<file path="config.mk">
export PLATFORM = sky130hd
export DESIGN_NAME = tbp_queue
export DESIGN_NICKNAME = d
export VERILOG_FILES = /design/src/rtl/tbp_pkg.sv /design/src/rtl/tbp_queue.sv
export SDC_FILE = /design/constraint.sdc
export NUM_CORES = 1
export LEC_CHECK = 0
export BUFFER_PORTS_ARGS = -buffer_cell sky130_fd_sc_hd__buf_2
export CORE_ASPECT_RATIO = 0.6
export CORE_MARGIN = 4
export CORE_UTILIZATION = 25
export CTS_CLUSTER_DIAMETER = 40
export DETAILED_ROUTE_END_ITERATION = 7
export HOLD_SLACK_MARGIN = 0.05
export SYNTH_ARGS = -nofsm -noshare
export SYNTH_HDL_FRONTEND = slang
export SYNTH_SLANG_ARGS = --single-unit
</file>
<file path="constraint.sdc">
create_clock -name clk_i -period 1.8 [get_ports clk_i]
set_clock_uncertainty 0.1 [all_clocks]
set_input_delay 0.54 -clock clk_i [delete_from_list [all_inputs] [get_ports clk_i]]
set_output_delay 0.54 -clock clk_i [all_outputs]
set_load 0.02 [all_outputs]
</file>
<file path="src/rtl/tbp_pkg.sv">
// Shared types, sizes and counter helpers for the tournament branch predictor.
// Used by every module of the block; depends on nothing else.
package tbp_pkg;

  localparam int unsigned INDEX_BITS  = 11;
  localparam int unsigned TABLE_DEPTH = 1 << INDEX_BITS;
  localparam int unsigned ADDR_W      = 48;
  localparam int unsigned COUNT_W     = 32;
  localparam int unsigned QUEUE_DEPTH = 4;
  localparam int unsigned QPTR_W      = $clog2(QUEUE_DEPTH);

  typedef logic [INDEX_BITS-1:0] idx_t;
  typedef logic [1:0]            ctr_t;
  typedef logic [COUNT_W-1:0]    count_t;
  typedef logic [QPTR_W-1:0]     qptr_t;
  typedef logic [QPTR_W:0]       qcnt_t;

  localparam ctr_t   CTR_MAX      = 2'd3;
  localparam ctr_t   CTR_MIN      = 2'd0;
  localparam ctr_t   DIR_RESET    = CTR_MAX;  // strongly taken
  localparam ctr_t   CHOOSE_RESET = CTR_MIN;  // strongly gshare
  localparam count_t COUNT_MAX    = '1;
  localparam qcnt_t  QUEUE_FULL   = qcnt_t'(QUEUE_DEPTH);

  // One classified branch on its way from the front to the back.
  typedef struct packed {
    idx_t gidx;
    idx_t bidx;
    logic taken;
  } branch_t;

  function automatic ctr_t sat_move(ctr_t c, logic up);
    ctr_t r;
    r = c;
    if (up) begin
      if (c != CTR_MAX) r = c + 2'd1;
    end else begin
      if (c != CTR_MIN) r = c - 2'd1;
    end
    return r;
  endfunction

  function automatic count_t sat_inc(count_t v);
    return (v == COUNT_MAX) ? COUNT_MAX : v + count_t'(1);
  endfunction

endpackage

</file>
<file path="src/rtl/tbp_queue.sv">
// Short FIFO of classified branches between front and back end.
// Depends on tbp_pkg.
module tbp_queue (
  input  logic             clk_i,
  input  logic             rst_ni,
  input  logic             push_i,
  input  tbp_pkg::branch_t push_data_i,
  output logic             full_o,
  input  logic             pop_i,
  output logic             empty_o,
  output tbp_pkg::branch_t head_o
);
  import tbp_pkg::*;

  branch_t slots_q [QUEUE_DEPTH];
  qptr_t   wr_ptr_q, rd_ptr_q;
  qcnt_t   cnt_q;

  assign full_o  = (cnt_q == QUEUE_FULL);
  assign empty_o = (cnt_q == '0);
  assign head_o  = slots_q[rd_ptr_q];

  always_ff @(posedge clk_i or negedge rst_ni) begin
    if (!rst_ni) begin
      wr_ptr_q <= '0;
      rd_ptr_q <= '0;
      cnt_q    <= '0;
    end else begin
      if (push_i) wr_ptr_q <= wr_ptr_q + qptr_t'(1);
      if (pop_i)  rd_ptr_q <= rd_ptr_q + qptr_t'(1);
      case ({push_i, pop_i})
        2'b10:   cnt_q <= cnt_q + qcnt_t'(1);
        2'b01:   cnt_q <= cnt_q - qcnt_t'(1);
        default: cnt_q <= cnt_q;
      endcase
    end
  end

  always_ff @(posedge clk_i) begin
    if (push_i) slots_q[wr_ptr_q] <= push_data_i;
  end

endmodule

</file>
* Yosys cells after proc, flatten, opt, wreduce, memory -nomap -nowiden
Memory sizes are Yosys's and may differ from the RTL's.
Index checks and enable logic that the tools add are counted.
** Storage, ports and cells
- Register bits :: 7
- Bits in writable memories :: 92
- Input bits :: 27
- Output and inout bits :: 25
- Word-level logic and storage cells :: 16
- Memories kept :: 1
** Memory list
- slots_q :: depth 4, bits a word 23, rd ports 1, clocked after Yosys merged registers in 0, write ports 1, RTL line tbp_queue.sv:15 : branch_t slots_q [QUEUE_DEPTH];
** Cells by class
- Add/subtract/negate cells :: 4
- Equality and inequality tests :: 3
- Muxes and demuxes :: 3
- Reduce and logical (&&, ||, !) cells :: 2
** Operators by type and width (number)
- $pmux W3 S2 :: 1
- $add A2 B1 Y2 const B :: 2
- $add A3 B1 Y3 const B :: 1
- $eq A3 B3 Y1 const B :: 1
- $logic_not A3 Y1 :: 1
- $sub A3 B1 Y3 const B :: 1
- $eq A2 B1 Y1 const B :: 1
- $eq A2 B2 Y1 const B :: 1
- $mux W1 :: 2
- $reduce_bool A2 Y1 :: 1

* Depth between registers and ports, before layout
Gate-level depths: netlist of the first run.
- Word-level depth :: 2
- Gate-level depth with buffers :: 7
- Mapped depth without buffers :: 7

* Worst setup path after synthesis of the first run
Ideal clock, no wire load.
- Path kind :: flip-flop to output port
- Start :: register rd_ptr_q[0]
- End :: output head_o[10] (netlist bit)
- Arrival :: 1169 ps
- Required time :: 1160 ps
- Slack :: -9 ps
- Stages on the path, launching flop included :: 4
- Buffers on the path :: 2
- Cell sequence :: dfrtp_1 > buf_6 > buf_12 > mux4_2
** RTL lines
- start, declared :: RTL line tbp_queue.sv:16 : qptr_t wr_ptr_q, rd_ptr_q;
- start signal, assigned :: RTL line tbp_queue.sv:30 : if (pop_i) rd_ptr_q <= rd_ptr_q + qptr_t'(1);
- end, declared :: RTL line tbp_queue.sv:11 : output tbp_pkg::branch_t head_o

==> results of run 1 <==
-- timing repair --
item,4_1_cts,5_1_grt
hold endpoints to repair,7,0
pin swaps,0,0
hold buffers,1,0
resized for setup,12,42
gates cloned,0,2
setup buffers,2,5
endpoints found under the setup margin,24,25
-- stage by stage --
| step | hold WS, ps | util | TNS, ps |
|---|---|---|---|
| 6_report | 318.0 | 0.3380 | -10450 |
| 5_1_grt | 304.3 | 0.3380 | -12080 |
| 4_1_cts | 300.9 | 0.3251 | -11190 |
| 3_5_place_dp | 297.1 | 0.2989 | -2700 |
| 3_3_place_gp | 294.3 | 0.2989 | -2462 |
| 2_1_floorplan | 144.4 | - | -119.4 |
-- routing by layer --
metal / share of wire / vias to the layer above / track usage
met5: 0.00098 / - / 0
li1: - / 800 / -
met3: 0.072 / 10 / 0.03755
met1: 0.44 / 885 / 0.1086
met2: 0.47 / 54 / 0.1350
met4: 0.014 / 2 / 0.03206
-- state kept, by name, summed over array words and instances, names as in the netlist --
register,count
cnt_q,3
rd_ptr_q,2
slots_q,92
wr_ptr_q,2
-- worst register-to-register path, stage by stage (launching register included) --
cell	delay, ps
dfrtp_1	400
inv_2	50
buf_4	130
fa_1	420
xor2_1	150
nor2_1	120
xor2_1	150
-- cells in the mapped netlist --
master	count
nor3_1	1
mux2i_1	1
mux4_2	18
xnor2_1	2
and2_1	4
o21ai_0	1
buf_2	3
nor2_1	1
edfxtp_1	92
xor2_1	4
nand2_1	2
and3_1	1
mux4_1	5
buf_6	1
fa_1	1
inv_1	6
dfrtp_1	7
buf_12	2
ha_1	5
-- cells in the final DEF, fill, tap and decap left out --
| cell type | instances |
|---|---|
| edfxtp_1 | 92 |
| buf_2 | 28 |
| mux4_2 | 22 |
| buf_6 | 21 |
| buf_4 | 19 |
| clkbuf_16 | 11 |
| dfrtp_1 | 6 |
| ha_1 | 5 |
| buf_12 | 5 |
| inv_1 | 4 |
| and2_1 | 4 |
| xor2_1 | 4 |
| clkinv_4 | 3 |
| inv_2 | 2 |
| xnor2_1 | 2 |
| nand2_1 | 2 |
| bufinv_16 | 2 |
| mux4_1 | 1 |
| nor3_2 | 1 |
| and3_1 | 1 |
| mux2i_1 | 1 |
| o21ai_0 | 1 |
| nor2_1 | 1 |
| fa_1 | 1 |
| clkbuf_1 | 1 |
| clkinv_1 | 1 |
| dlygate4sd3_1 | 1 |
| dfrtp_2 | 1 |
-- cell type report --
class / instances / area (sq um)
clock buffer: 10 / 229.0
timing repair buffer: 76 / 679.4
sequential: 99 / 2939
clock inverter: 6 / 90.09
multi-input combinational: 46 / 724.4
fill: 1378 / 9659
tap: 198 / 247.7
inverter: 6 / 22.52
-- cell families (layout without fill, tap and decap cells) --
logic type,count (synthesis),count (layout)
fa+ha+maj,6,6
buf+inv,12,98
flops,99,99
compound gates,1,1
mux,24,24
simple gates,9,9
xor+xnor,6,6
-- path summary, 6_finish.rpt --
check	slack, ps	depth (start not counted)	from	endpoint
worst min register to register	410	1	cnt_q[2]$_DFFE_PN0P_	cnt_q[2]$_DFFE_PN0P_
min in group asynchronous	470	2	rst_ni	cnt_q[0]$_DFFE_PN0P_
worst max register to register	220	6	cnt_q[0]$_DFFE_PN0P_	cnt_q[2]$_DFFE_PN0P_
worst max-delay path	-500	4	rd_ptr_q[0]$_DFFE_PN0P_	head_o[6]
max in group asynchronous	940	2	rst_ni	rd_ptr_q[0]$_DFFE_PN0P_
worst min-delay path	320	1	push_data_i[16]	slots_q[2][16]$_DFFE_PP_
-- power breakdown --
part	switching (uW)	internal, uW	total [uW]
Combinational	1550	1710	3260
Clock	789	1220	2010
Sequential	144	3030	3170
Total	2480	5960	8440
==> flow_summary.ini, run 1 <==
[synthesis]
synth-warning-count = 0
synth-seq-area-share = 0.7811
yosys-mux-area-fraction = 0.1454
synth.top_cell.area_share = 0.7345
synth_cell_types = 19
synth_top_cell_by_area = edfxtp_1
synth-xor-area-share = 0.01397
synth_fa_ha_area_frac = 0.02196
synth-compound-area-share = 0.001331
netlist_area_sq_um = 3761
synth_simple_gate_area_frac = 0.01264
synth_top_family_by_area = multiplexers
syn-num-nets = 190
ys_ff_latch = 99
synth.avg_cell_area_sq_um = 23.96
syn_inst = 157
synth.area.top_cells = edfxtp_1 73%, mux4_2 11%, dfrtp_1 4.7%

[worst_setup_path]
worstSetupStartpointType = register
criticalPathCategory = register to primary output
cp_max_fo = 4
slowest_delay_ps = 530
end_kind = primary output
slowest_stage = mux4_2
worst_path_dominant_cell_family = multiplexers
path_cells = buf_4 > clkbuf_16 > mux4_2 > buf_6
critical_path_required_ps = 1160
path_buf_inv = 3
cp.arrival_ps = 1660

[grt]
grt_usage = 0.08644
grt_max_degree = 24
grt_pass1_vias = 1855
grt.overflow.total = 0
grt_pass1_wl_microns = 10970
antenna_found_initial = 1

[run]
max_cap_viol_count = 0

[clocking]
ctsLongestPathBuffers = 2
path_clk_slew_ps = 70
cts.sinks = 99
clkLatencyLatePin_ps = 330
cts_tree = built
root_buffer = clkbuf_16
numCtsBuffers = 9
htreeDepth = 3

[sta]
tightest_slew_ps = 257.9
fmax_mhz = 435.5
rsz0062_at_grt = yes
hold_viol = 0
drv_slew = 0
setup_violations = 23
finalCriticalPeriod_ps = 2296
layout_setup_ws_ps = -496.3
maxSlewHeadroom = 0.8281
post-route-period-util = 1.276

[pwr]
leakage_uw = 0.001764
fin_total_pwr_uw = 8443
pwr_density_cell_nw_per_um2 = 1712
ir_worst_vdd_mv = 0.5844

[die]
io_pins = 52
dieHeight_microns = 103.0
row_count = 34
die-area_sq_um = 17140
die_x_microns = 166.3
coreArea_sq_um = 14590
initial_core_util = 0.2578

[detailed_routing]
drtIter0Drc = 117
route.detailed.drc = 0
vias_per_cell = 3.971
first_pass_iters = 4
vias = 1751
wl_microns = 7149
ant_nets = 0
wl_per_cell_microns = 16.21

[cells_and_area]
nets = 271
layoutNonFillerInstCount = 441
area_growth_pct = 31.14
n_antenna_cell = 0
final_area_sq_um = 4932
drive_above_1_share = 0.4733

[status]
violations = negative setup slack
status = finished with violations

[hold_path]
hold_path_class = input pin to register

[place]
dpl_cell_area_sq_um = 4362
gp_congestion = 0.6570
io_buffers = 51
pre_cts_ws_ps = -156.1
dp.cells = 415
Note: power is estimated with default switching activity, not from simulation.
==> inputs of run 2 (changes only) <==
--- a/config.mk
+++ b/config.mk
@@ -12,6 +12,8 @@
 export CTS_CLUSTER_DIAMETER = 40
 export DETAILED_ROUTE_END_ITERATION = 7
 export HOLD_SLACK_MARGIN = 0.05
+export REMOVE_ABC_BUFFERS = 1
+export SETUP_SLACK_MARGIN = 0.1
 export SYNTH_ARGS = -nofsm -noshare
 export SYNTH_HDL_FRONTEND = slang
 export SYNTH_SLANG_ARGS = --single-unit
==> flow_summary.ini, run 2 (same netlist as run 1, synthesis figures left out) <==
[status]
status = finished with violations
violations = negative setup slack

[cells_and_area]
n_antenna_cell = 0
nets = 270
multi_input_area_sq_um = 725.7
layout_common_cells = 92 x edfxtp_1, 36 x buf_2, 23 x mux4_2
drive_above_1_share = 0.4876
largest_register_ffs = 92
final_common_cell = edfxtp_1
layoutNonFillerInstCount = 440
num-fill-cells = 1397
ff_latch_area_sq_um = 2939
reg_top3 = slots_q x92, cnt_q x3
largest-register = slots_q
area_growth_pct = 29.64

[die]
row_count = 34
die_x_microns = 166.3
initial_core_util = 0.2578
die-area_sq_um = 17140
io_pins = 52
dieHeight_microns = 103.0
coreArea_sq_um = 14590

[pwr]
power.net_switching_uw = 2533
power.internal_uw = 5594
pwr_density_cell_nw_per_um2 = 1667
swShare = 0.3116
clkPwrFrac = 0.222
ir_worst_vdd_mv = 0.5582
seq_power_share = 0.393
leakage_uw = 0.001721
comb_power_share = 0.385

[sta]
tightest_slew_ps = 187.1
tns_ps = -11090
maxSlewHeadroom = 0.8753
rsz0062_at_grt = yes
fmax_mhz = 428.4
finalCriticalPeriod_ps = 2334
post-route-period-util = 1.297
drv_slew = 0
layout_setup_ws_ps = -534.2
setup_violations = 23
hold_viol = 0
whs_ps = 314.3

[detailed_routing]
drtIter0Drc = 86
ant_nets = 0
first_pass_iters = 4
vias = 1770
wl_per_cell_microns = 16.24
route.detailed.drc = 0
wl_microns = 7145
vias_per_cell = 4.023

[grt]
grt_max_degree = 24
use_met1 = 0.1094
antenna_found_initial = 1
grt_use_met2 = 0.1388
grt_pass1_wl_microns = 10820
grt_usage = 0.08655
grt_busiest_layer = met2
grt.overflow.total = 0
grtUsageMet3 = 0.04138
grt_pass1_vias = 1864

[clocking]
cts_tree = built
htreeDepth = 3
root_buffer = clkbuf_16
cts.sinks = 99
ctsLongestPathBuffers = 2
numCtsBuffers = 9
clkLatencyLatePin_ps = 340
path_clk_slew_ps = 70

[place]
hpwl_microns = 4763
gp_congestion = 0.6943
io_buffers = 51
dp.cells = 415
pre_cts_ws_ps = -185.5

[hold_path]
hold_path_class = input pin to register

[worst_setup_path]
end_kind = primary output
cp_max_fo = 5
critical_path_required_ps = 1160
cp.arrival_ps = 1690
worstSetupStartpointType = register
criticalPathCategory = register to primary output

[run]
max_cap_viol_count = 0
run 2: cell count changes in the layout (fill, tap and decap cells not counted), sizes merged:
cell / change
clkinvlp: +3
bufinv: -2
clkbuf: -2
clkinv: -2
inv: +2
run 2: final timing paths:
path | depth (start not counted) | end | start | slack (ps)
worst max-delay path | 4 | head_o[9] | rd_ptr_q[0]$_DFFE_PN0P_ | -530
worst min-delay path | 1 | slots_q[3][9]$_DFFE_PP_ | push_data_i[9] | 310
worst max register to register | 6 | cnt_q[2]$_DFFE_PN0P_ | cnt_q[0]$_DFFE_PN0P_ | 230
worst min register to register | 1 | wr_ptr_q[0]$_DFFE_PN0P_ | wr_ptr_q[0]$_DFFE_PN0P_ | 440
max in group asynchronous | 2 | rd_ptr_q[0]$_DFFE_PN0P_ | rst_ni | 930
min in group asynchronous | 2 | cnt_q[0]$_DFFE_PN0P_ | rst_ni | 480
run 2: repair_timing:
item,CTS,global route
setup endpoints to repair,25,25
resized for setup,15,26
hold buffers,1,0
cloned,0,1
endpoints found under the hold margin,7,0
buffers inserted,5,3
pin swaps,1,0
run 2: area by class of cell:
| cell class | count | share of cell area |
|---|---|---|
| clock inverters | 7 | 0.01283 |
| flip-flops and latches | 99 | 0.6028 |
| well taps | 198 | 0.05081 |
| inverters | 6 | 0.004619 |
| repair buffers | 75 | 0.1339 |
| multi-input cells | 46 | 0.1488 |
| clock buffers | 9 | 0.04619 |
run 2: through the flow:
stage / utilization / cell area, sq um / total power [uW]
final: 0.3342 / 4876 / 8126
after global routing: 0.3342 / 4876 / 8586
after CTS: 0.3279 / 4785 / 7942
after detailed placement: 0.3024 / 4412 / 5920
after global placement: 0.3024 / 4412 / 5868
after floorplan: - / 3695 / 4769
run 2: critical path: stages (launching register included):
cell and delay, ps:
dfrtp_2 420, buf_4 140, clkbuf_16 130, mux4_2 490
buf_2 170
run 2: per-layer routing:
metal,part of all wire,wire length (microns)
met2,0.45,3210
met1,0.47,3333
met4,0.0070,50
met5,0.0028,20
met3,0.074,530
run 2: power by group through the flow:
| stage | clock network (uW) | logic, uW | registers, uW |
|---|---|---|---|
| floorplan | 0 | 1420 | 3350 |
| global placement | 0 | 2650 | 3220 |
| detailed placement | 0 | 2680 | 3240 |
| CTS | 1870 | 2880 | 3190 |
| global route | 1980 | 3370 | 3230 |
| finish | 1800 | 3130 | 3190 |
==> inputs of run 3 (changes only) <==
--- a/config.mk
+++ b/config.mk
@@ -6,7 +6,7 @@
 export NUM_CORES = 1
 export LEC_CHECK = 0
 export BUFFER_PORTS_ARGS = -buffer_cell sky130_fd_sc_hd__buf_2
-export CORE_ASPECT_RATIO = 0.6
+export CORE_ASPECT_RATIO = 2
 export CORE_MARGIN = 4
 export CORE_UTILIZATION = 25
 export CTS_CLUSTER_DIAMETER = 40
==> flow_summary.ini, run 3 (same netlist as run 1, synthesis figures left out) <==
[die]
row_count = 63
dieHeight_microns = 181.5
die_x_microns = 94.73
coreArea_sq_um = 14820
die-area_sq_um = 17190
io_pins = 52
initial_core_util = 0.2538

[detailed_routing]
vias = 1702
wl_per_cell_microns = 15.83
first_pass_iters = 4
vias_per_cell = 3.967
route.detailed.drc = 0
drtIter0Drc = 75
ant_nets = 0
wl_microns = 6790

[sta]
hold_viol = 0
finalCriticalPeriod_ps = 2307
setup_violations = 23
layout_setup_ws_ps = -506.5
rsz0062_at_grt = yes
drv_slew = 0
post-route-period-util = 1.281
tns_ps = -10710
maxSlewHeadroom = 0.9020
fmax_mhz = 433.6
tightest_slew_ps = 142.8
whs_ps = 312.8

[worst_setup_path]
r2r_slack_ps = 230
endpoint = head_o[22]
critical_path_required_ps = 1160
end_kind = primary output
ff2ff_path_depth = 6
worstSetupStartpointType = register
cp_max_fo = 7
criticalPathCategory = register to primary output
cp.arrival_ps = 1670
cp-startpoint = rd_ptr_q[0]$_DFFE_PN0P_
r2r_start = cnt_q[0]$_DFFE_PN0P_
reg2reg_to = cnt_q[2]$_DFFE_PN0P_

[hold_path]
hold_path_class = input pin to register

[pwr]
leakage_uw = 0.001674
pwr_density_cell_nw_per_um2 = 1629
ir_worst_vdd_mv = 0.6118
fin_total_pwr_uw = 7710

[place]
hpwl_microns = 4552
gp_congestion = 0.7156
io_buffers = 51
pre_cts_ws_ps = -162.5
dp.cells = 409

[cells_and_area]
largest-register = slots_q
final_common_cell = edfxtp_1
ff_latch_area_sq_um = 2939
drive_above_1_share = 0.4487
multi_input_area_sq_um = 747.0
layout_common_cells = 92 x edfxtp_1, 46 x buf_2, 18 x mux4_2
reg_top3 = slots_q x92, cnt_q x3
n_antenna_cell = 0
nets = 263
layoutNonFillerInstCount = 429
num-fill-cells = 1481
area_growth_pct = 25.85
largest_register_ffs = 92

[grt]
grt_pass1_vias = 1897
grt_max_degree = 24
antenna_found_initial = 1
grt_pass1_wl_microns = 10320
grt.overflow.total = 0
grt_usage = 0.08480

[clocking]
htreeDepth = 3
cts_tree = built
root_buffer = clkbuf_16
clkLatencyLatePin_ps = 340
path_clk_slew_ps = 70
cts.sinks = 99
numCtsBuffers = 9
ctsLongestPathBuffers = 2

[status]
status = finished with violations
violations = negative setup slack

[run]
max_cap_viol_count = 0
==> run 3: changes by cell type in the layout (fill, tap and decap cells not counted), sizes merged <==
cell / before / now
buf: 73 / 67
bufinv: 0 / 1
clkinvlp: 3 / 1
inv: 8 / 7
==> run 3: layout make-up <==
type,instances,area share
multi-input combinational,46,0.1578
timing repair buffer,68,0.1031
clock buffer,10,0.04837
inverter,6,0.004758
clock inverter,5,0.01348
tap,195,0.05155
sequential,99,0.6209
==> run 3: worst max-delay path: stages (launching register included) <==
cell and delay (ps):
dfrtp_2 390, buf_4 210, mux4_1 550, buf_2 170
==> run 3: how the worst min path moves through the flow <==
stage | startpoint | endpoint | slack (ps) | cells after the start
final | push_data_i[21] | slots_q[3][21]$_DFFE_PP_ | 310 | 1
after global routing | push_data_i[2] | slots_q[0][2]$_DFFE_PP_ | 310 | 1
after CTS | push_data_i[21] | slots_q[3][21]$_DFFE_PP_ | 300 | 1
after detailed placement | rst_ni | cnt_q[1]$_DFFE_PN0P_ | 290 | 1
after global placement | rst_ni | cnt_q[2]$_DFFE_PN0P_ | 280 | 1
after floorplan | rst_ni | cnt_q[0]$_DFFE_PN0P_ | 140 | 0
==> run 3: per-stage QoR <==
| step | instance area, sq um | utilization |
|---|---|---|
| 2_1_floorplan | 3695 | - |
| 3_3_place_gp | 4360 | 0.2942 |
| 3_5_place_dp | 4360 | 0.2942 |
| 4_1_cts | 4705 | 0.3175 |
| 5_1_grt | 4733 | 0.3194 |
| 6_report | 4733 | 0.3194 |
==> run 3: power by group <==
part,switching (uW),internal [uW],total [uW]
Sequential,164,3030,3190
Clock,784,1080,1860
Combinational,1410,1240,2650
Total,2360,5350,7710
==> run 3: repair_timing <==
action / CTS / global route
setup endpoints to repair: 25 / 26
gates resized for setup: 5 / 9
buffers inserted: 4 / 0
endpoints found under the hold margin: 7 / 0
hold buffers: 1 / 0
pin swaps: 1 / 2
==> run 3: routing by layer <==
metal,global-route usage,part of all wire,up-vias
met4,0.05726,0.035,2
met1,0.08247,0.35,863
li1,-,-,784
met5,0,0.0010,-
met3,0.02197,0.048,16
met2,0.1513,0.57,37
