`src/rtl/tbp_pkg.sv`:
```
// Shared types, sizes and counter helpers for the tournament branch predictor.
// Used by every module of the block; depends on nothing else.
package tbp_pkg;

  localparam int unsigned INDEX_BITS  = 11;
  localparam int unsigned TABLE_DEPTH = 1 << INDEX_BITS;
  localparam int unsigned ADDR_W      = 48;
  localparam int unsigned COUNT_W     = 32;
  localparam int unsigned QUEUE_DEPTH = 4;
  localparam int unsigned QPTR_W      = $clog2(QUEUE_DEPTH);

  typedef logic [INDEX_BITS-1:0] idx_t;
  typedef logic [1:0]            ctr_t;
  typedef logic [COUNT_W-1:0]    count_t;
  typedef logic [QPTR_W-1:0]     qptr_t;
  typedef logic [QPTR_W:0]       qcnt_t;

  localparam ctr_t   CTR_MAX      = 2'd3;
  localparam ctr_t   CTR_MIN      = 2'd0;
  localparam ctr_t   DIR_RESET    = CTR_MAX;  // strongly taken
  localparam ctr_t   CHOOSE_RESET = CTR_MIN;  // strongly gshare
  localparam count_t COUNT_MAX    = '1;
  localparam qcnt_t  QUEUE_FULL   = qcnt_t'(QUEUE_DEPTH);

  // One classified branch on its way from the front to the back.
  typedef struct packed {
    idx_t gidx;
    idx_t bidx;
    logic taken;
  } branch_t;

  function automatic ctr_t sat_move(ctr_t c, logic up);
    ctr_t r;
    r = c;
    if (up) begin
      if (c != CTR_MAX) r = c + 2'd1;
    end else begin
      if (c != CTR_MIN) r = c - 2'd1;
    end
    return r;
  endfunction

  function automatic count_t sat_inc(count_t v);
    return (v == COUNT_MAX) ? COUNT_MAX : v + count_t'(1);
  endfunction

endpackage

```
`src/rtl/tbp_front.sv`:
```
// Front end: accepts resolved branches, forms the table indices and keeps
// the global history. Depends on tbp_pkg.
module tbp_front (
  input  logic                            clk_i,
  input  logic                            rst_ni,
  input  logic                            in_valid_i,
  output logic                            in_ready_o,
  input  logic [tbp_pkg::ADDR_W-1:0]      branch_address_i,
  input  logic                            taken_i,
  input  logic                            busy_i,
  input  logic                            q_full_i,
  output logic                            q_push_o,
  output tbp_pkg::branch_t                q_data_o
);
  import tbp_pkg::*;

  idx_t hist_q, hist_d;
  idx_t addr_idx;

  assign addr_idx   = branch_address_i[INDEX_BITS-1:0];
  assign in_ready_o = !busy_i && !q_full_i;
  assign q_push_o   = in_valid_i && in_ready_o;

  always_comb begin
    q_data_o.gidx  = addr_idx ^ hist_q;
    q_data_o.bidx  = addr_idx;
    q_data_o.taken = taken_i;
  end

  // Shift the outcome into the history LSB.
  always_comb begin
    hist_d = hist_q;
    if (q_push_o) hist_d = {hist_q[INDEX_BITS-2:0], taken_i};
  end

  always_ff @(posedge clk_i or negedge rst_ni) begin
    if (!rst_ni) begin
      hist_q <= '0;
    end else begin
      hist_q <= hist_d;
    end
  end

endmodule

```
`config.mk`:
```
export PLATFORM = sky130hd
export DESIGN_NAME = tbp_front
export DESIGN_NICKNAME = d
export VERILOG_FILES = /design/src/rtl/tbp_pkg.sv /design/src/rtl/tbp_front.sv
export SDC_FILE = /design/constraint.sdc
export NUM_CORES = 1
export LEC_CHECK = 0
export BUFFER_PORTS_ARGS = -buffer_cell sky130_fd_sc_hd__buf_2
export CAP_MARGIN = 20
export CORE_MARGIN = 2
export CORE_UTILIZATION = 28
export CTS_CLUSTER_SIZE = 25
export DETAILED_ROUTE_END_ITERATION = 12
export PLACE_DENSITY = 0.76
export RECOVER_POWER = 50
export SLEW_MARGIN = 0
export SYNTH_ARGS = -nofsm -noshare
export SYNTH_HDL_FRONTEND = slang
export SYNTH_SLANG_ARGS = --single-unit
```
`constraint.sdc`:
```
create_clock -name clk_i -period 0.95 [get_ports clk_i]
set_clock_uncertainty 0.15 [all_clocks]
set_input_delay 0.095 -clock clk_i [delete_from_list [all_inputs] [get_ports clk_i]]
set_output_delay 0.095 -clock clk_i [all_outputs]
set_load 0.02 [all_outputs]
```
Word-level counts from Yosys, hierarchy flattened
Cells that the tools add are included.
Widths: inputs -> output; s select.
{"block": "word_totals", "out_inout_bits": 25, "elab_cells": 6, "in_bits": 54, "reg_bits": 11}
{"block": "classes", "reduce_logical": 4, "bitwise": 1}
{"cell": "$xor 11x11->11", "n": 1}
{"cell": "$logic_and 1x1->1", "n": 2}
{"cell": "$logic_not 1->1", "n": 2}

Longest topological paths before layout
Gate-level depths: netlist of run 1.
{"block": "depth", "ltp_word": 3, "depth_mapped": 3, "mapped_depth_nobuf": 2}

Least setup slack after synthesis of run 1
OpenSTA, ideal clock, no wires.
{"block": "synth_path", "path_kind": "input to register", "from": "input port q_full_i", "to": "register hist_q[0]", "required_ns": 0.675, "slack_ns": -0.161, "setup_time_ns": 0.125, "stages": 3, "arrival_ns": 0.836, "path_cell_list": "nor3b_4 > buf_6 > mux2_2"}
{"block": "synth_between", "elab_chain_len": 3}
{"item": "start: declaration", "line_no": "tbp_front.sv:11", "text": "input logic q_full_i,"}
{"item": "$logic_not 1->1", "line_no": "tbp_front.sv:21", "text": "assign in_ready_o = !busy_i && !q_full_i;"}
{"item": "$logic_and 1x1->1", "line_no": "tbp_front.sv:21"}
{"item": "$logic_and 1x1->1", "line_no": "tbp_front.sv:22", "text": "assign q_push_o = in_valid_i && in_ready_o;"}
{"item": "via q_push_o", "line_no": "tbp_front.sv:12", "text": "output logic q_push_o,"}
{"item": "end signal: assignment", "line_no": "tbp_front.sv:40", "text": "hist_q <= hist_d;"}
{"item": "end: declaration", "line_no": "tbp_front.sv:17", "text": "idx_t hist_q, hist_d;"}
The timed path passes the listed nets, and every way through them passes these cells.
A chain may end at the register's enable or synchronous reset.

==> results of run 1 <==
[metal layers]
metal  share of wire [%]  wire, microns  vias up  track usage (%)
met1                  39            573      242             13.7
met2                  53            787       31             21.2
met5                   0              0        -                0
met4                   0              0        0             5.41
li1                    -              -      236                -
met3                 8.5            126        0             2.05
[how the worst max path moves through the flow]
stage / slack (ns) / from / endpoint / depth (start not counted)
3_5_place_dp: -0.29 / busy_i / hist_q[10]$_DFFE_PN0P_ / 4
5_1_grt: -0.31 / hist_q[7]$_DFFE_PN0P_ / q_data_o[19] / 2
4_1_cts: -0.28 / hist_q[1]$_DFFE_PN0P_ / q_data_o[13] / 2
6_report: -0.26 / hist_q[6]$_DFFE_PN0P_ / q_data_o[18] / 2
2_1_floorplan: -0.16 / busy_i / hist_q[0]$_DFFE_PN0P_ / 3
3_3_place_gp: -0.27 / busy_i / hist_q[5]$_DFFE_PN0P_ / 4
[layout make-up]
cell class | instances | share of cell area (%)
Clock buffer | 4 | 2.22
Multi-Input combinational cell | 24 | 30.6
Sequential cell | 11 | 23.3
Tap cell | 28 | 2.96
Timing Repair Buffer | 58 | 40.9
[cell families (layout without fill, tap and decap cells)]
family | count (synthesis) | in the layout | share of synthesized area, %
xor gates and xnor gates | 11 | 11 | 15.6
buffers and inverters | 13 | 62 | 16.4
DFF | 11 | 11 | 44.4
muxes | 11 | 11 | 20.0
and+or+nand+nor | 2 | 2 | 3.64
[Yosys cell counts]
library cell	n
buf_4	12
buf_6	1
dfrtp_1	11
mux2_2	11
nor2_1	1
nor3b_4	1
xor2_1	11
[layout by cell type, fill, tap and decap left out, types with 2 or more instances in the layout]
master	n
clkbuf_1	3
mux2_4	10
buf_12	3
buf_2	24
buf_8	2
dfrtp_1	10
clkbuf_4	3
buf_6	17
xor2_2	11
buf_4	8
[worst reg2reg max path, delay by kind of cell, from the launching register on]
family,cells,cell delay (ns)
mux,1,0.26
buf+inv,2,0.27
flops,1,0.41
[stage by stage]
| step | TNS (ns) | utilization [%] | cells | worst slack (ns) |
|---|---|---|---|---|
| after floorplan | -1.43 | - | 48 | -0.159 |
| after global placement | -3.02 | 41.6 | 105 | -0.266 |
| after detailed placement | -3.27 | 41.6 | 105 | -0.285 |
| after CTS | -4.36 | 52.1 | 122 | -0.283 |
| after global routing | -5.30 | 55.2 | 125 | -0.308 |
| final | -4.49 | 55.2 | 125 | -0.264 |
[power by group]
| part | internal, mW | switching (mW) | leakage (nW) |
|---|---|---|---|
| logic | 1.03 | 0.662 | 0.436 |
| registers | 0.639 | 0.190 | 0.140 |
| clock network | 0.162 | 0.138 | 0.0150 |
| total | 1.83 | 0.990 | 0.591 |
[what timing repair did]
action	4_1_cts	5_1_grt
hold endpoints to repair	12	1
setup buffers	12	6
pin swaps	12	1
endpoints found under the setup margin	23	23
resized for setup	24	16
==> run_results.csv, run 1 <==
group,metric,value,unit
clock_network,cts.sinks,11,
floorplanning,io_pins,79,
timing,setup_violations,22,
timing,slew_violations,0,
global_routing,grt_pass1_vias,502,
detailed_routing,drt_iter0_markers,3,
detailed_routing,wirelength,1490,microns
placement,dp_hpwl,931,microns
floorplanning,fp.dieArea,2600,sq um
timing,hold_viol,1,
run_status,status,"complete, but fails checks",
synthesis,synth.avg_cell_area,12.9,sq um
critical_path,crit_required,0.70,ns
detailed_routing,drc,0,
final_layout,fillers,184,
final_layout,drive_above_1_share,84.5,%
critical_path,slowest_delay,0.43,ns
run_status,failed_checks,"hold timing, setup timing",
synthesis,synth_top_cell_by_area,"dfrtp_1",
critical_path,r2r_slack,-0.26,ns
detailed_routing,dr.pass1.iters,2,
clock_network,hold_buffers,1,
detailed_routing,viasPerCell,4.07,
final_layout,syn2layout_area_growth,91.3,%
global_routing,grt_max_degree,12,
clock_network,clk_pin_slew_worst_paths,0.06,ns
final_layout,regMostFlops,"hist_q",
synthesis,netlist.area_leader.share,44.4,%
critical_path,cp_max_fo,2,
final_layout,seqCellArea,277,sq um
placement,dpl_cell_area,895,sq um
final_layout,multiInputGateArea,363,sq um
synthesis,ys_types,7,
critical_path,rr_worst_depth,3,
hold_path,min_path_type,"input port to flip-flop",
global_routing,antenna_found_initial,0,
placement,gp_congestion,0.559,
critical_path,critPathLaunchType,"flip-flop",
timing,period_needed,1.21,ns
final_layout,largest_register_ffs,11,
synthesis,yosysWarnings,0,
floorplanning,dieHeight,51.0,microns
detailed_routing,wl_per_cell,11.9,microns
clock_network,cts_tree,"built",
critical_path,worstPathCellList,"xor2_2 > buf_6",
floorplanning,core_area,2150,sq um
floorplanning,rows,17,
critical_path,crit_family,"flip-flops",
final_layout,layout.nets,152,
hold_path,min_to,"hist_q[0]$_DFFE_PN0P_",
critical_path,slowest_stage,"dfrtp_2",
power_and_ir_drop,p_per_area,2380,nW/um^2
floorplanning,die_w,51.0,microns
clock_network,clock_latency,0.26,ns
critical_path,cp.buffers_inverters,1,
global_routing,grt_pass1_wl,2230,microns
power_and_ir_drop,ir_drop,0.00136,V
power_and_ir_drop,p_leak,0.591,nW
clock_network,cts-root-buf,"clkbuf_4",
timing,fmax,0.824,GHz
timing,worst_slew_pin_slew,0.269,ns
clock_network,cts_buffer_depth,2,
clock_network,numCtsBuffers,3,
placement,portBuffers,41,
synthesis,synth_area_leaders,"dfrtp_1, mux2_2, xor2_1, buf_4, nor3b_4",
global_routing,grt.overflow.total,0,
timing,relSlewSlack,82.1,%
critical_path,worstSetupEndpointType,"primary output",
final_layout,largestRegisters,"hist_q x11",
critical_path,rr_startpoint,"hist_q[4]$_DFFE_PN0P_",
hold_path,min-delay-start,"taken_i",
final_layout,design_area,1180,sq um
synthesis,syn_area,619,sq um
critical_path,critical_path_class,"flip-flop to primary output",
detailed_routing,vias,509,
timing,fin_crit_sh,128,%
run,cap_violations,0,
critical_path,r2r_end,"hist_q[5]$_DFFE_PN0P_",
hold_path,hold_path_depth,2,
synthesis,seq_area_frac_synth,44.4,%
floorplanning,initial_core_util,28.8,%
final_layout,diodes,0,
power_and_ir_drop,power,2.82,mW
synthesis,synth_nets,102,
clock_network,htreeDepth,1,
critical_path,cp.arrival,0.97,ns
detailed_routing,ant_nets,0,
timing,holdWs,-0.0627,ns
synthesis,ys_ff_latch,11,
synthesis,synthCells,48,
global_routing,track_usage,11.9,%
timing,timing.final.ws_setup,-0.264,ns
timing,rsz0062_at_grt,"yes",
(Power assumes the default switching activity.)
==> run 2, diff against run 1 <==
--- a/config.mk
+++ b/config.mk
@@ -5,10 +5,11 @@
 export SDC_FILE = /design/constraint.sdc
 export NUM_CORES = 1
 export LEC_CHECK = 0
+export ABC_AREA = 1
 export BUFFER_PORTS_ARGS = -buffer_cell sky130_fd_sc_hd__buf_2
 export CAP_MARGIN = 20
 export CORE_MARGIN = 2
-export CORE_UTILIZATION = 28
+export CORE_UTILIZATION = 29
 export CTS_CLUSTER_SIZE = 25
 export DETAILED_ROUTE_END_ITERATION = 12
 export PLACE_DENSITY = 0.76
==> run 2 against run 1 <==
The run still ends with hold timing, setup timing left. Sequential power shrank 22%. Hold slack gained 0.031 ns. Area after synthesis grew 5.9%. First-iteration DRC count shrank 33%. Routed wire length grew 8.9%. Utilization shrank 0.19 points. Die area grew 2.0%. Flip-flop and latch count is the same. Final cell count grew 23%. Clock power grew 3%. Highest routed layer is now met4.
==> run_results.csv, run 2 <==
group,metric,value,unit
global_routing,grt.overflow.total,0,
timing,rsz0062_at_grt,"yes",
synthesis,async_flop_share,100,%
floorplanning,dieHeight,51.5,microns
detailed_routing,drc,0,
hold_path,min_path_type,"input port to flip-flop",
floorplanning,rows,17,
synthesis,ys_ff_latch,11,
global_routing,grt_max_degree,13,
power_and_ir_drop,clkPwrFrac,15.8,%
placement,portBuffers,41,
final_layout,drive_above_1_share,61.9,%
critical_path,crit_family,"flip-flops",
synthesis,seq_area_frac_synth,42.0,%
timing,holdWs,-0.0318,ns
final_layout,final_cells,154,
floorplanning,fp.dieArea,2660,sq um
detailed_routing,ant_nets,0,
critical_path,worstPathCellList,"xor2_2 > buf_6",
synthesis,synthTopCellsByCount,"nand2_1, buf_4, dfrtp_1, nand3_1, xor2_1",
placement,dp_hpwl,1040,microns
final_layout,largest_register_ffs,11,
power_and_ir_drop,p_comb_share,50.8,%
clock_network,cts.sinks,11,
critical_path,critPathLaunchType,"flip-flop",
clock_network,cts-root-buf,"clkbuf_4",
power_and_ir_drop,p_per_area,1630,nW/um^2
final_layout,regMostFlops,"hist_q",
timing,timing.final.ws_setup,-0.276,ns
power_and_ir_drop,seqPwrFrac,33.4,%
placement,place_ws,-0.0404,ns
global_routing,grt_pass1_vias,504,
synthesis,synth_edf_count,0,
detailed_routing,wirelength,1620,microns
synthesis,synth_nets,127,
synthesis,synth_area_leaders,"dfrtp_1, buf_4, xor2_1, nand2_1, nand3_1",
power_and_ir_drop,ir_drop,0.000846,V
power_and_ir_drop,switchingPower,701,uW
synthesis,synth.most_common_cell,"nand2_1",
final_layout,fillers,212,
timing,fin_setup_tns,-3.12,ns
clock_network,numCtsBuffers,3,
timing,hold_viol,1,
floorplanning,die_w,51.5,microns
synthesis,synth_top_cell_by_area,"dfrtp_1",
clock_network,clock_latency,0.26,ns
clock_network,htreeDepth,1,
timing,relSlewSlack,81.3,%
synthesis,ys_types,9,
synthesis,ys.flop_type,"dfrtp_1",
clock_network,clk_pin_slew_worst_paths,0.06,ns
final_layout,final_util,55.0,%
timing,slew_violations,0,
global_routing,grt_pass1_wl,2060,microns
detailed_routing,vias,645,
detailed_routing,met2_wirelength,823,microns
detailed_routing,wl_met1,619,microns
synthesis,syn_area,656,sq um
timing,fin_crit_sh,129,%
synthesis,netlist.area_leader.share,42.0,%
power_and_ir_drop,power.internal,1.24,mW
timing,worst_slew_pin_slew,0.281,ns
synthesis,synthCells,73,
clock_network,cts_buffer_depth,2,
final_layout,layout.nets,181,
run_status,failed_checks,"hold timing, setup timing",
critical_path,slowest_stage,"dfrtp_1",
final_layout,final_cell_mix,"nand2_1, buf_6, buf_2, buf_4, clkbuf_1",
critical_path,slowest_delay,0.42,ns
timing,period_needed,1.23,ns
detailed_routing,dr.max_layer_used,"met4",
clock_network,cts_tree,"built",
timing,setup_violations,15,
critical_path,cp.buffers_inverters,1,
synthesis,synth.avg_cell_area,8.98,sq um
floorplanning,core_area,2170,sq um
global_routing,antenna_found_initial,0,
clock_network,hold_buffers,2,
detailed_routing,dr.pass1.iters,4,
final_layout,largestRegisters,"hist_q x11",
placement,place_inst,138,
timing,fmax,0.815,GHz
synthesis,yosysWarnings,0,
detailed_routing,drt_iter0_markers,2,
power_and_ir_drop,swShare,36.1,%
floorplanning,initial_core_util,30.2,%
detailed_routing,wl_met3,144,microns
placement,gp_congestion,0.661,
critical_path,worstSetupEndpointType,"primary output",
final_layout,diodes,0,
detailed_routing,wl_per_cell,10.5,microns
critical_path,crit_required,0.70,ns
run_status,status,"complete, but fails checks",
critical_path,critical_path_class,"flip-flop to primary output",
final_layout,syn2layout_area_growth,81.9,%
power_and_ir_drop,p_leak,0.616,nW
detailed_routing,viasPerCell,4.19,
critical_path,cp_max_fo,3,
critical_path,cp.arrival,0.98,ns
run,cap_violations,0,
global_routing,track_usage,11.0,%
floorplanning,io_pins,79,
-- run 2: cell count changes in the layout (fill, tap and decap cells not counted), sizes merged --
cell	before	now
nand2	0	23
clkbuf	7	18
mux2	11	0
nand3	0	11
buf	54	48
dlygate4sd3	1	2
inv	0	1
nor3b	1	0
-- run 2: through the flow --
stage | hold WS [ns] | power [mW] | instance area [sq um]
global route | -0.0250 | 2.06 | 1190
floorplan | -0.351 | 1.08 | 738
CTS | -0.0343 | 1.83 | 1080
finish | -0.0318 | 1.94 | 1190
global placement | -0.182 | 1.36 | 941
detailed placement | -0.171 | 1.37 | 941
-- run 2: metal layers --
metal | GRT usage, % | up-vias
met3 | 2.87 | 4
met4 | 9.21 | 0
met1 | 13.0 | 302
met5 | 0 | -
li1 | - | 309
met2 | 16.5 | 30
-- run 2: layout make-up --
type,instances,area (sq um),share of cell area (%)
repair buffers,64,468,39.2
multi-input cells,46,384,32.2
flip-flops and latches,11,275,23.1
well taps,28,35.0,2.94
clock buffers,4,26.3,2.20
inverters,1,3.75,0.315
-- run 2: final timing paths --
kind / start / endpoint / slack, ns / cells past startpoint
max in group asynchronous: rst_ni / hist_q[7]$_DFFE_PN0P_ / 0.34 / 2
min in group asynchronous: rst_ni / hist_q[2]$_DFFE_PN0P_ / 0.09 / 2
setup / recovery: hist_q[9]$_DFFE_PN0P_ / q_data_o[21] / -0.28 / 2
setup reg to reg: hist_q[7]$_DFFE_PN0P_ / hist_q[8]$_DFFE_PN0P_ / -0.07 / 4
hold reg to reg: hist_q[9]$_DFFE_PN0P_ / hist_q[9]$_DFFE_PN0P_ / 0.43 / 2
hold / removal: busy_i / hist_q[10]$_DFFE_PN0P_ / -0.03 / 4
-- run 2: power by group through the flow --
stage	Clock (mW)	Sequential (mW)	Combinational [mW]
after global placement	0	0.652	0.703
after detailed placement	0	0.655	0.719
after floorplan	0	0.657	0.423
final	0.308	0.649	0.987
after CTS	0.325	0.640	0.863
after global routing	0.349	0.662	1.05
-- run 2: timing repair --
| item | CTS | global route |
|---|---|---|
| resized for setup | 21 | 23 |
| pin swaps | 15 | 10 |
| buffers inserted | 6 | 12 |
| hold endpoints to repair | 13 | 1 |
| endpoints found under the setup margin | 14 | 22 |
-- run 2: cells by family after synthesis --
group / after synthesis / share of synthesized area [%]
buf+inv: 16 / 18.9
xor+xnor: 11 / 14.7
simple gates: 35 / 24.4
flops: 11 / 42.0
-- run 2: worst min-delay path, cell delays in order --
cell and delay (ns):
buf_2 0.10, nor2_4 0.05, nand3_1 0.06, nand2_1 0.05
==> run 3, diff against run 2 <==
--- a/config.mk
+++ b/config.mk
@@ -8,7 +8,7 @@
 export ABC_AREA = 1
 export BUFFER_PORTS_ARGS = -buffer_cell sky130_fd_sc_hd__buf_2
 export CAP_MARGIN = 20
-export CORE_MARGIN = 2
+export CORE_MARGIN = 4
 export CORE_UTILIZATION = 29
 export CTS_CLUSTER_SIZE = 25
 export DETAILED_ROUTE_END_ITERATION = 12
==> run 3 against run 2 <==
The run ends with setup timing left. Register-to-register slack worse by 0.03 ns. Utilization grew 1.4 points. Final cell count fell by 3.9%. Combinational power down 2.0%. Global-route usage shrank 0.31 points. Count of clock-buffer cells in the layout unchanged. Power fell by 1.4%. Flip-flop and latch count stayed put. Fmax down 0.18%. First-iteration DRC count increased to 6.5 times the previous value. Final area fell by 2.5%. Die area grew 16%. Critical endpoint unchanged.
==> run_results.csv, run 3 (synthesis gave the netlist of run 2 again) <==
group,metric,value,unit
run_status,status,"complete, but fails checks",
run_status,failed_checks,"setup timing",
final_layout,final_cell_mix,"nand2_1, buf_6, buf_2",
detailed_routing,drt_iter0_markers,13,
critical_path,slowest_stage,"dfrtp_1",
timing,hold_viol,0,
global_routing,grt.overflow.total,0,
floorplanning,io_pins,79,
placement,portBuffers,41,
run,cap_violations,0,
timing,period_needed,1.23,ns
clock_network,cts_buffer_depth,2,
critical_path,crit_required,0.70,ns
critical_path,critical_path_class,"flip-flop to primary output",
final_layout,design_area,1160,sq um
critical_path,worstPathCellList,"xor2_2 > buf_4",
timing,setup_violations,13,
detailed_routing,wirelength,1730,microns
detailed_routing,drc,0,
timing,holdWs,0.0362,ns
global_routing,grt_pass1_wl,2610,microns
timing,relSlewSlack,82.0,%
clock_network,htreeDepth,1,
detailed_routing,vias,624,
detailed_routing,dr.pass1.iters,4,
global_routing,antenna_found_initial,0,
final_layout,final_util,56.4,%
timing,timing.final.ws_setup,-0.279,ns
floorplanning,dieHeight,55.5,microns
final_layout,syn2layout_area_growth,77.3,%
detailed_routing,ant_nets,0,
global_routing,grt_max_degree,13,
clock_network,clock_latency,0.25,ns
critical_path,cp_max_fo,2,
floorplanning,rows,16,
critical_path,critPathLaunchType,"flip-flop",
critical_path,cp.arrival,0.98,ns
clock_network,clk_pin_slew_worst_paths,0.06,ns
power_and_ir_drop,p_leak,0.593,nW
placement,gp_congestion,0.687,
critical_path,worstSetupEndpointType,"primary output",
final_layout,regMostFlops,"hist_q",
placement,place_ws,-0.0250,ns
critical_path,slowest_delay,0.42,ns
power_and_ir_drop,power,1.92,mW
detailed_routing,viasPerCell,4.22,
floorplanning,core_area,2060,sq um
global_routing,grt_pass1_vias,598,
final_layout,layout.nets,176,
final_layout,diodes,0,
floorplanning,initial_core_util,31.8,%
clock_network,cts.sinks,11,
global_routing,track_usage,10.6,%
floorplanning,fp.dieArea,3090,sq um
power_and_ir_drop,ir_drop,0.000809,V
clock_network,numCtsBuffers,3,
final_layout,drive_above_1_share,62.8,%
detailed_routing,wl_per_cell,11.7,microns
placement,dpl_cell_area,947,sq um
final_layout,largestRegisters,"hist_q x11",
clock_network,cts_tree,"built",
timing,slew_violations,0,
timing,fmax,0.814,GHz
timing,rsz0062_at_grt,"yes",
placement,dp_hpwl,1160,microns
floorplanning,die_w,55.5,microns
clock_network,cts-root-buf,"clkbuf_4",
final_layout,largest_register_ffs,11,
power_and_ir_drop,p_per_area,1650,nW/um^2
timing,worst_slew_pin_slew,0.270,ns
timing,fin_crit_sh,129,%
hold_path,min_path_type,"input port to flip-flop",
[run 3: cell count changes in the layout (fill, tap and decap cells not counted), sizes merged]
| cell | change |
|---|---|
| clkbuf | -1 |
| buf | -4 |
[run 3: final cells by class]
class | count | area [sq um]
flip-flops and latches | 11 | 275
well taps | 27 | 33.8
inverters | 1 | 3.75
clock buffers | 4 | 26.3
multi-input cells | 46 | 394
repair buffers | 59 | 429
fillers | 195 | 900
[run 3: path summary, 6_finish.rpt]
| check | to | slack (ns) | cells past startpoint | start |
|---|---|---|---|---|
| max in group asynchronous | hist_q[8]$_DFFE_PN0P_ | 0.34 | 2 | rst_ni |
| max | q_data_o[21] | -0.28 | 2 | hist_q[9]$_DFFE_PN0P_ |
| min | hist_q[1]$_DFFE_PN0P_ | 0.04 | 5 | busy_i |
| min in group asynchronous | hist_q[2]$_DFFE_PN0P_ | 0.10 | 2 | rst_ni |
| max reg2reg | hist_q[10]$_DFFE_PN0P_ | -0.10 | 4 | hist_q[9]$_DFFE_PN0P_ |
| min reg2reg | hist_q[10]$_DFFE_PN0P_ | 0.39 | 2 | hist_q[10]$_DFFE_PN0P_ |
[run 3: worst max-delay path, delay by kind of cell (launching register included)]
family / cells / cell delay (ns)
flip-flops: 1 / 0.42
buffers and inverters: 1 / 0.16
XOR/XNOR: 1 / 0.15
[run 3: report_power, final]
part           internal (mW)  switching, mW
logic                  0.506          0.462
clock network          0.162          0.136
registers              0.553         0.0988
[run 3: per-stage QoR]
stage | TNS, ns | std cells
floorplan | 0 | 73
global placement | -0.0729 | 138
detailed placement | -0.162 | 138
CTS | -3.22 | 147
global route | -3.72 | 148
finish | -3.03 | 148
[run 3: layer usage]
metal,share of wire [%],track usage [%],vias to the layer above
li1,-,-,304
met3,9.2,4.20,4
met5,0,0,-
met4,1.2,5.21,0
met2,53,17.1,30
met1,37,12.3,286
[run 3: timing repair]
item                                   in CTS  in global routing
endpoints found under the hold margin      12                  0
gates cloned                                0                  0
hold buffers                                2                  0
pin swaps                                  14                  7
setup endpoints to repair                  13                 23
buffers inserted                            3                  6
resized for setup                          26                 22
